$ cat src/hw/rtl/assert_macros.svh
// Assertion macros used by the top level of the cell code block.
// Each macro takes a label, the clock, the active-low reset and the property parts.
`ifndef ASSERT_MACROS_SVH
`define ASSERT_MACROS_SVH

// Check a condition at every clock edge outside reset.
`define SPCC_ASSERT_ALWAYS(name, clk, rst_n, expr, msg) \
  name: assert property (@(posedge clk) disable iff (!rst_n) (expr)) else $error(msg);

// Check that a condition implies another in the same cycle.
`define SPCC_ASSERT_IMPLIES(name, clk, rst_n, pre, post, msg) \
  name: assert property (@(posedge clk) disable iff (!rst_n) (pre) |-> (post)) else $error(msg);

`endif

$ cat src/hw/rtl/spcc_pkg.sv
// Package for the spherical point to cell code block: widths, cell types, stage word.
// No dependencies; used by the interfaces and all modules.
`default_nettype none

package spcc_pkg;

  localparam int unsigned CoordW           = 32;  // latitude, longitude, radius
  localparam int unsigned LevelW           = 5;
  localparam int unsigned DigitW           = 3;
  localparam int unsigned ChildDigits      = 16;
  localparam int unsigned ChildW           = DigitW * ChildDigits;
  localparam int unsigned MaxLevelsDefault = 16;

  // Angle residual scaled so the half width is always 2^29; bounded by 2^30.
  localparam int unsigned AngleW = 31;
  // Radius residual scaled so the half width is always max_radius.
  localparam int unsigned RadW   = CoordW + 1;

  localparam logic [CoordW-1:0] QuarterTurn = 32'h4000_0000;
  localparam logic [AngleW-1:0] AngleHalf   = 31'h2000_0000;

  localparam logic [DigitW-1:0] DigitInnerBase = 3'd3;

  typedef enum logic [1:0] {
    CellNormal,
    CellLatDegen,
    CellSphereDegen
  } cell_type_e;

  typedef struct packed {
    logic [DigitW-1:0] octant;
    logic [AngleW-1:0] lat_res;
    logic [AngleW-1:0] lon_res;
    logic [RadW-1:0]   rad_res;
    logic              beyond;   // radius above max_radius: always outer
    cell_type_e        ctype;
    logic [LevelW-1:0] lvl;
    logic [ChildW-1:0] digits;
  } spcc_stage_t;

endpackage

`default_nettype wire

$ cat src/hw/rtl/spcc_intf.sv
// Channel interfaces of the cell code block: point input, code output, config write.
// Depends on spcc_pkg for field widths.
`default_nettype none

interface spcc_point_if import spcc_pkg::*; ();
  logic                     valid;
  logic                     ready;
  logic signed [CoordW-1:0] latitude;
  logic signed [CoordW-1:0] longitude;
  logic        [CoordW-1:0] radius;
  logic        [LevelW-1:0] level;

  modport source (output valid, latitude, longitude, radius, level, input ready);
  modport sink   (input valid, latitude, longitude, radius, level, output ready);
endinterface

interface spcc_code_if import spcc_pkg::*; ();
  logic              valid;
  logic              ready;
  logic [DigitW-1:0] octant;
  logic [ChildW-1:0] child_digits;
  logic [LevelW-1:0] digit_count;

  modport source (output valid, octant, child_digits, digit_count, input ready);
  modport sink   (input valid, octant, child_digits, digit_count, output ready);
endinterface

interface spcc_cfg_if import spcc_pkg::*; ();
  logic              valid;
  logic              ready;
  logic [CoordW-1:0] data;

  modport source (output valid, data, input ready);
  modport sink   (input valid, data, output ready);
endinterface

`default_nettype wire

$ cat src/hw/rtl/spcc_prep.sv
// Entry stage: sign split, magnitudes, saturation, octant digit, initial residuals.
// Depends on spcc_pkg and the point interface in spcc_intf.sv.
`default_nettype none

module spcc_prep import spcc_pkg::*; #(
  parameter int unsigned MAX_LEVELS = MaxLevelsDefault
) (
  input  wire logic        clk_i,
  input  wire logic        rst_ni,
  input  wire logic [CoordW-1:0] max_radius_i,
  spcc_point_if.sink       point,
  output spcc_stage_t      stage_o,
  output logic             valid_o,
  input  wire logic        ready_i
);

  localparam logic [LevelW-1:0] MaxLvl = LevelW'(MAX_LEVELS);

  logic              valid_q;
  spcc_stage_t       stage_q, stage_d;
  logic              lat_neg, lon_neg, lon_far;
  logic [CoordW-1:0] lat_mag, lon_mag, lat_sat, lon_off;

  assign point.ready = !valid_q || ready_i;

  always_comb begin
    lat_neg = point.latitude[CoordW-1];
    lon_neg = point.longitude[CoordW-1];
    lat_mag = lat_neg ? CoordW'(-point.latitude) : CoordW'(point.latitude);
    lon_mag = lon_neg ? CoordW'(-point.longitude) : CoordW'(point.longitude);
    lat_sat = (lat_mag > QuarterTurn) ? QuarterTurn : lat_mag;
    lon_far = lon_mag > QuarterTurn;
    lon_off = lon_far ? (lon_mag - QuarterTurn) : lon_mag;

    stage_d.octant  = {lat_neg, lon_neg, lon_far};
    stage_d.lat_res = lat_sat[AngleW-1:0];
    stage_d.lon_res = lon_off[AngleW-1:0];
    stage_d.rad_res = {point.radius, 1'b0};
    stage_d.beyond  = point.radius > max_radius_i;
    stage_d.ctype   = CellSphereDegen;
    stage_d.lvl     = (point.level > MaxLvl) ? MaxLvl : point.level;
    stage_d.digits  = '0;
  end

  always_ff @(posedge clk_i or negedge rst_ni) begin
    if (!rst_ni) begin
      valid_q <= 1'b0;
    end else if (point.ready) begin
      valid_q <= point.valid;
    end
  end

  always_ff @(posedge clk_i) begin
    if (point.valid && point.ready) begin
      stage_q <= stage_d;
    end
  end

  assign valid_o = valid_q;
  assign stage_o = stage_q;

endmodule

`default_nettype wire

$ cat src/hw/rtl/spcc_level.sv
// One subdivision level: radius, latitude and longitude halving plus the cell type rules.
// Depends on spcc_pkg; one instance per level in the top level.
`default_nettype none

module spcc_level import spcc_pkg::*; #(
  parameter int unsigned LEVEL = 0
) (
  input  wire logic              clk_i,
  input  wire logic              rst_ni,
  input  wire logic [CoordW-1:0] max_radius_i,
  input  wire spcc_stage_t       stage_i,
  input  wire logic              valid_i,
  output logic                   ready_o,
  output spcc_stage_t            stage_o,
  output logic                   valid_o,
  input  wire logic              ready_i
);

  localparam logic [LevelW-1:0] LevelIdx = LevelW'(LEVEL);

  logic              valid_q;
  spcc_stage_t       stage_q, stage_d, stage_w;
  logic              active, outer, low_lat, low_lon, lat_upd, lon_upd;
  logic [RadW-1:0]   half_rad, rad_sub;
  logic [AngleW-1:0] lat_sub, lon_sub;
  logic [DigitW-1:0] digit, base;
  cell_type_e        ctype_next;

  assign ready_o = !valid_q || ready_i;

  always_comb begin
    active   = LevelIdx < stage_i.lvl;
    half_rad = {1'b0, max_radius_i};
    outer    = stage_i.beyond || (stage_i.rad_res > half_rad);
    low_lat  = stage_i.lat_res < AngleHalf;
    low_lon  = stage_i.lon_res < AngleHalf;
    rad_sub  = outer ? (stage_i.rad_res - half_rad) : stage_i.rad_res;
    lat_sub  = low_lat ? stage_i.lat_res : (stage_i.lat_res - AngleHalf);
    lon_sub  = low_lon ? stage_i.lon_res : (stage_i.lon_res - AngleHalf);
    base     = outer ? '0 : DigitInnerBase;

    digit      = '0;
    lat_upd    = 1'b0;
    lon_upd    = 1'b0;
    ctype_next = stage_i.ctype;
    case (stage_i.ctype)
      CellNormal: begin
        digit   = {~outer, ~low_lat, ~low_lon};
        lat_upd = 1'b1;
        lon_upd = 1'b1;
      end
      CellLatDegen: begin
        lat_upd = 1'b1;
        if (low_lat) begin
          digit      = base + {2'b00, ~low_lon};
          lon_upd    = 1'b1;
          ctype_next = CellNormal;
        end else begin
          digit = base + 3'd2;
        end
      end
      CellSphereDegen: begin
        if (!outer) begin
          digit = DigitInnerBase;
        end else if (low_lat) begin
          digit      = {2'b00, ~low_lon};
          lat_upd    = 1'b1;
          lon_upd    = 1'b1;
          ctype_next = CellNormal;
        end else begin
          digit      = 3'd2;
          lat_upd    = 1'b1;
          ctype_next = CellLatDegen;
        end
      end
      default: begin
        digit = '0;
      end
    endcase

    stage_d = stage_i;
    if (active) begin
      // Rescale by two so the half width stays fixed at the next level.
      stage_d.rad_res = {rad_sub[RadW-2:0], 1'b0};
      if (lat_upd) begin
        stage_d.lat_res = {lat_sub[AngleW-2:0], 1'b0};
      end
      if (lon_upd) begin
        stage_d.lon_res = {lon_sub[AngleW-2:0], 1'b0};
      end
      stage_d.ctype = ctype_next;
    end
  end

  always_ff @(posedge clk_i or negedge rst_ni) begin
    if (!rst_ni) begin
      valid_q <= 1'b0;
    end else if (ready_o) begin
      valid_q <= valid_i;
    end
  end

  generate
    if (LEVEL < ChildDigits) begin : g_store
      always_comb begin
        stage_w = stage_d;
        stage_w.digits[DigitW*LEVEL +: DigitW] = active ? digit : '0;
      end
    end else begin : g_drop
      // Digits past the code word are dropped.
      assign stage_w = stage_d;
    end
  endgenerate

  always_ff @(posedge clk_i) begin
    if (valid_i && ready_o) begin
      stage_q <= stage_w;
    end
  end

  assign valid_o = valid_q;
  assign stage_o = stage_q;

endmodule

`default_nettype wire

$ cat src/hw/rtl/spherical_point_to_cell_code_top.sv
// Channel     Dir  Words                                   Handshake
// point_i     in   latitude, longitude, radius, level      valid/ready
// code_o      out  octant, child_digits, digit_count       valid/ready
// cfg_i       in   max_radius                              valid/ready, always ready
//
// One point enters per cycle while no stall holds the pipeline; its code passes through
// the entry stage and then one register stage per level.
// Each stage holds its word while the next is full; a stall backs up stage by stage.
// Reset clears the stage valid bits and sets max_radius to all ones.
//
// Top level of the spherical point to cell code block.
// Depends on spcc_pkg, spcc_intf, spcc_prep, spcc_level and assert_macros.svh.
`default_nettype none
`include "assert_macros.svh"

module spherical_point_to_cell_code_top import spcc_pkg::*; #(
  parameter int unsigned MAX_LEVELS = MaxLevelsDefault
) (
  input  wire logic   clk_i,
  input  wire logic   rst_ni,
  spcc_point_if.sink  point_i,
  spcc_code_if.source code_o,
  spcc_cfg_if.sink    cfg_i
);

  logic [CoordW-1:0]   max_radius_q;
  logic [MAX_LEVELS:0] vld;
  logic [MAX_LEVELS:0] rdy;
  spcc_stage_t         stg [MAX_LEVELS+1];

  assign cfg_i.ready = 1'b1;

  always_ff @(posedge clk_i or negedge rst_ni) begin
    if (!rst_ni) begin
      max_radius_q <= '1;
    end else if (cfg_i.valid) begin
      max_radius_q <= cfg_i.data;
    end
  end

  spcc_prep #(
    .MAX_LEVELS(MAX_LEVELS)
  ) u_prep (
    .clk_i       (clk_i),
    .rst_ni      (rst_ni),
    .max_radius_i(max_radius_q),
    .point       (point_i),
    .stage_o     (stg[0]),
    .valid_o     (vld[0]),
    .ready_i     (rdy[0])
  );

  generate
    for (genvar k = 0; k < MAX_LEVELS; k++) begin : g_level
      spcc_level #(
        .LEVEL(k)
      ) u_level (
        .clk_i       (clk_i),
        .rst_ni      (rst_ni),
        .max_radius_i(max_radius_q),
        .stage_i     (stg[k]),
        .valid_i     (vld[k]),
        .ready_o     (rdy[k]),
        .stage_o     (stg[k+1]),
        .valid_o     (vld[k+1]),
        .ready_i     (rdy[k+1])
      );
    end
  endgenerate

  assign rdy[MAX_LEVELS]     = code_o.ready;
  assign code_o.valid        = vld[MAX_LEVELS];
  assign code_o.octant       = stg[MAX_LEVELS].octant;
  assign code_o.child_digits = stg[MAX_LEVELS].digits;
  assign code_o.digit_count  = stg[MAX_LEVELS].lvl;

  // Input can only back up when the output word is held.
  `SPCC_ASSERT_IMPLIES(a_stall_src, clk_i, rst_ni, !point_i.ready, code_o.valid && !code_o.ready, "input stalled without output stall")
  `SPCC_ASSERT_IMPLIES(a_count_max, clk_i, rst_ni, code_o.valid, code_o.digit_count <= LevelW'(MAX_LEVELS), "digit count above level limit")
  `SPCC_ASSERT_IMPLIES(a_unused_zero, clk_i, rst_ni, code_o.valid, (code_o.child_digits >> (DigitW * code_o.digit_count)) == '0, "digits set past digit count")
  // The first level starts sphere-degenerate, so its digit never exceeds three.
  `SPCC_ASSERT_ALWAYS(a_first_digit, clk_i, rst_ni, !code_o.valid || !code_o.child_digits[DigitW-1], "first child digit out of range")

endmodule

`default_nettype wire
$ cat src/flat_wrapper.sv
// flat-port wrapper written by rule: the top's interface ports become plain ports
module spherical_point_to_cell_code_top_flat import spcc_pkg::*;
#(
  parameter int unsigned MAX_LEVELS = MaxLevelsDefault
)
  (clk_i, rst_ni, point_i_valid, point_i_latitude, point_i_longitude, point_i_radius, point_i_level, point_i_ready, code_o_valid, code_o_octant, code_o_child_digits, code_o_digit_count, code_o_ready, cfg_i_valid, cfg_i_data, cfg_i_ready);
  spcc_point_if point_i_i ();
  spcc_code_if code_o_i ();
  spcc_cfg_if cfg_i_i ();
  input  wire logic clk_i;
  input  wire logic rst_ni;
  input wire logic [$bits(point_i_i.valid)-1:0] point_i_valid;
  input wire logic [$bits(point_i_i.latitude)-1:0] point_i_latitude;
  input wire logic [$bits(point_i_i.longitude)-1:0] point_i_longitude;
  input wire logic [$bits(point_i_i.radius)-1:0] point_i_radius;
  input wire logic [$bits(point_i_i.level)-1:0] point_i_level;
  output wire logic [$bits(point_i_i.ready)-1:0] point_i_ready;
  output wire logic [$bits(code_o_i.valid)-1:0] code_o_valid;
  output wire logic [$bits(code_o_i.octant)-1:0] code_o_octant;
  output wire logic [$bits(code_o_i.child_digits)-1:0] code_o_child_digits;
  output wire logic [$bits(code_o_i.digit_count)-1:0] code_o_digit_count;
  input wire logic [$bits(code_o_i.ready)-1:0] code_o_ready;
  input wire logic [$bits(cfg_i_i.valid)-1:0] cfg_i_valid;
  input wire logic [$bits(cfg_i_i.data)-1:0] cfg_i_data;
  output wire logic [$bits(cfg_i_i.ready)-1:0] cfg_i_ready;
  assign point_i_i.valid = point_i_valid;
  assign point_i_i.latitude = point_i_latitude;
  assign point_i_i.longitude = point_i_longitude;
  assign point_i_i.radius = point_i_radius;
  assign point_i_i.level = point_i_level;
  assign point_i_ready = point_i_i.ready;
  assign code_o_valid = code_o_i.valid;
  assign code_o_octant = code_o_i.octant;
  assign code_o_child_digits = code_o_i.child_digits;
  assign code_o_digit_count = code_o_i.digit_count;
  assign code_o_i.ready = code_o_ready;
  assign cfg_i_i.valid = cfg_i_valid;
  assign cfg_i_i.data = cfg_i_data;
  assign cfg_i_ready = cfg_i_i.ready;
  spherical_point_to_cell_code_top #(.MAX_LEVELS(MAX_LEVELS)) u_core (.clk_i(clk_i), .rst_ni(rst_ni), .point_i(point_i_i), .code_o(code_o_i), .cfg_i(cfg_i_i));
endmodule
$ cat config.mk
export PLATFORM = sky130hd
export DESIGN_NAME = spherical_point_to_cell_code_top_flat
export DESIGN_NICKNAME = d
export VERILOG_FILES = /design/src/hw/rtl/spcc_pkg.sv /design/src/hw/rtl/spcc_intf.sv /design/src/hw/rtl/spcc_prep.sv /design/src/hw/rtl/spcc_level.sv /design/src/hw/rtl/spherical_point_to_cell_code_top.sv /design/src/flat_wrapper.sv
export VERILOG_INCLUDE_DIRS = /design/src /design/src/hw/rtl
export SDC_FILE = /design/constraint.sdc
export NUM_CORES = 2
export LEC_CHECK = 0
export BUFFER_PORTS_ARGS = -buffer_cell sky130_fd_sc_hd__buf_2
export CAP_MARGIN = 10
export CORE_UTILIZATION = 25
export CTS_CLUSTER_DIAMETER = 100
export DETAILED_ROUTE_END_ITERATION = 12
export GPL_TIMING_DRIVEN = 0
export PLACE_DENSITY = 0.43
export SLEW_MARGIN = 20
export SYNTH_ARGS = -nofsm -noshare
export SYNTH_HDL_FRONTEND = slang
export SYNTH_SLANG_ARGS = --single-unit
$ cat constraint.sdc
create_clock -name clk_i -period 7.6 [get_ports clk_i]
set_clock_uncertainty 0.1 [all_clocks]
set_input_delay 1.52 -clock clk_i [delete_from_list [all_inputs] [get_ports clk_i]]
set_output_delay 1.52 -clock clk_i [all_outputs]
set_load 0.01 [all_outputs]
==> results_dict.tcl <==
set metrics [dict create \
    dpl_worst_slack_ns 0.848 \
    grt_first_pass_wirelength_mm 440 \
    ys_warn_count 0 \
    viasPerCell 4.99 \
    overflow 0 \
    htreeDepth 4 \
    slew_headroom 0.149 \
    path_max_fanout 16 \
    hold_ws_ns 0.303 \
    drc 0 \
    nNetsFinal 9534 \
    vias 67347 \
    fp.dieArea_um2 353000 \
    setup_tns_ns 0 \
    seqPwrFrac 0.325 \
    io_buffers 191 \
    antenna_found_initial 10 \
    synth.distinct_cells 109 \
    rows 217 \
    status "completed" \
    drt_iter0_markers 5215 \
    ir_worst_vdd_mv 0.182 \
    tightest_slew_ns 1.28 \
    postCtsHoldBufs 0 \
    syn2layout_area_growth_pct 16.5 \
    ys_ff_latch 1439 \
    cap_violations 0 \
    drive_gt1_frac 0.115 \
    initial_core_util 0.251 \
    cp.arrival_ns 7.44 \
    synthesis.nets 9089 \
    crit_type "reg -> reg" \
    final_cell_mix "1390 x edfxtp_1, 954 x a21oi_1, 851 x nor2_1" \
    intPower_uw 25400 \
    gp_congestion 0.912 \
    min_path_type "reg -> reg" \
    dpl.hpwl_mm 233 \
    synth_flop_cell "edfxtp_1" \
    cts_tree "yes" \
    wl_per_cell_um 22.3 \
    rsz0062_at_grt "false" \
    hold_viol 0 \
    startpoint_type "flop" \
    cp.required_ns 8.06 \
    synthArstFlopShare 0.0341 \
    syn_area_per_cell_um2 10.6 \
    num-fill-cells 35841 \
    grt.total_usage 0.164 \
    firstDrtPassIters 6 \
    core_um2 349000 \
    synth_edf_count 1390 \
    cts_buffers 185 \
    grt_max_degree 57 \
    cts-resized-gates 0 \
    finalCritPeriodShare 0.919 \
    p_comb_frac 0.468 \
    antenna_left 0 \
    post-route-min-period_ns 6.98 \
    powerDensity_nw_per_um2 420 \
    p_switching_uw 17500 \
    fin_util 0.293 \
    wirelength_mm 300 \
    die_x_um 595 \
    die-height_um 595 \
    power_frac_clock 0.207 \
    setup_viol 0 \
    fmax_mhz 143 \
    yosysSeqAreaShare 0.490 \
    clk_pin_slew_ns 0.06 \
    cts_setup_buffers 0 \
    worst_slack_ns 0.618 \
    numClockSinks 1439 \
    maxSlewViolCount 0 \
    grt_pass1_vias 66383 \
    cts-root-buf "clkbuf_16" \
    final_common_cell "edfxtp_1" \
    synth_cells 8306 \
    clk_latency_ns 0.88 \
    ioPinCount 197 \
    p_leak_uw 0.0387 \
    syn-cell-area_um2 87800 \
    swShare 0.408 \
    crit_path_end_kind "flop" \
    clock_path_buffers 4 \
]
worst max-delay path: stages, from the launching register on:
cell	delay, ns
dfstp_2	1.21
inv_2	0.39
buf_12	0.29
ha_1	0.33
nor2b_1	0.16
o31a_1	0.31
o21ai_1	0.29
o21bai_1	0.17
a31oi_1	0.64
o41ai_2	0.26
a31oi_1	0.66
clkbuf_1	0.64
buf_2	0.44
ha_1	0.29
a22o_1	0.22
a22oi_1	0.15
a21oi_1	0.09
flip-flops by register name (all words and copies together), names as in the netlist:
| name | cells |
|---|---|
| u_core.u_prep.stage_o | 75 |
| u_core.u_prep.valid_o | 1 |
| u_core.max_radius_q | 32 |
| u_core.g_level.u_level.valid_o | 16 |
| u_core.g_level.u_level.stage_o | 1315 |
power groups by stage:
stage | Clock [uW] | Combinational, uW | Sequential [uW]
2_1_floorplan | 0 | 14500 | 13200
3_3_place_gp | 0 | 19600 | 14300
3_5_place_dp | 0 | 19800 | 14100
4_1_cts | 9210 | 20000 | 14000
5_1_grt | 9460 | 22200 | 14200
6_report | 8900 | 20100 | 14000
area by class of cell:
cell class	instances	area, um2	area share
tap	4599	5750	0.0563
inverter	217	845	0.00826
clock buffer	223	4790	0.0469
multi-input combinational	6342	42800	0.418
antenna	3	7.51	0.0000734
sequential	1439	43000	0.421
clock inverter	108	1310	0.0128
buffer	308	1300	0.0127
timing repair buffer	258	2440	0.0239
per-layer routing:
metal  global-route usage  share of wire  up-vias
li1                     -              -    32304
met1                0.221           0.46    32712
met2                0.265           0.45     1854
met3               0.0211          0.047      477
met4               0.0679          0.043        0
met5                    0              0        -
logic make-up after synthesis:
logic type / Yosys count / share of synthesized area
compound gates: 2550 / 0.183
simple gates: 2412 / 0.128
flops: 1439 / 0.490
fa+ha+maj: 645 / 0.0932
buf+inv: 525 / 0.0240
xor+xnor: 400 / 0.0399
mux: 333 / 0.0417
other cells: 2 / 0.0000856
through the flow:
stage	power [uW]	cell area (um2)	cells
detailed placement	33900	96100	13163
floorplan	27700	87800	8306
CTS	43200	102000	13494
finish	43000	102000	13497
global placement	33900	94500	13096
global route	45800	102000	13495
cell usage after synthesis (all sizes together), types with 94 or more instances:
cell type,number,area [um2]
o21ai,521,2620
mux2,237,2700
clkbuf,225,845
xnor2,248,2170
inv,217,815
a31oi,94,601
a21oi,960,4830
and3,114,713
mux2i,96,961
nor3,131,666
nand2b,95,594
nor2b,109,682
nand3,175,896
o21a,125,938
nand4,99,619
a21o,263,1970
xor2,152,1330
ha,630,7880
nand2,596,2240
edfxtp,1390,41700
nor2,852,3200
path summary, 6_finish.rpt:
path	from	end	slack (ns)	cells past startpoint
worst max-delay path	u_core.max_radius_q[1]$_DFFE_PN1P_	u_core.g_level[12].u_level.stage_o[36]$_SDFFCE_PP0P_	0.62	16
worst min register to register	u_core.g_level[2].u_level.stage_o[48]$_DFFE_PP_	u_core.g_level[3].u_level.stage_o[48]$_DFFE_PP_	0.30	0
max in group asynchronous	rst_ni	u_core.g_level[1].u_level.valid_o$_DFFE_PN0P_	6.34	1
worst min-delay path	u_core.g_level[2].u_level.stage_o[48]$_DFFE_PP_	u_core.g_level[3].u_level.stage_o[48]$_DFFE_PP_	0.30	0
worst max register to register	u_core.max_radius_q[1]$_DFFE_PN1P_	u_core.g_level[12].u_level.stage_o[36]$_SDFFCE_PP0P_	0.62	16
min in group asynchronous	rst_ni	u_core.g_level[14].u_level.valid_o$_DFFE_PN0P_	0.61	1
Power figures use the tool's default switching activity.
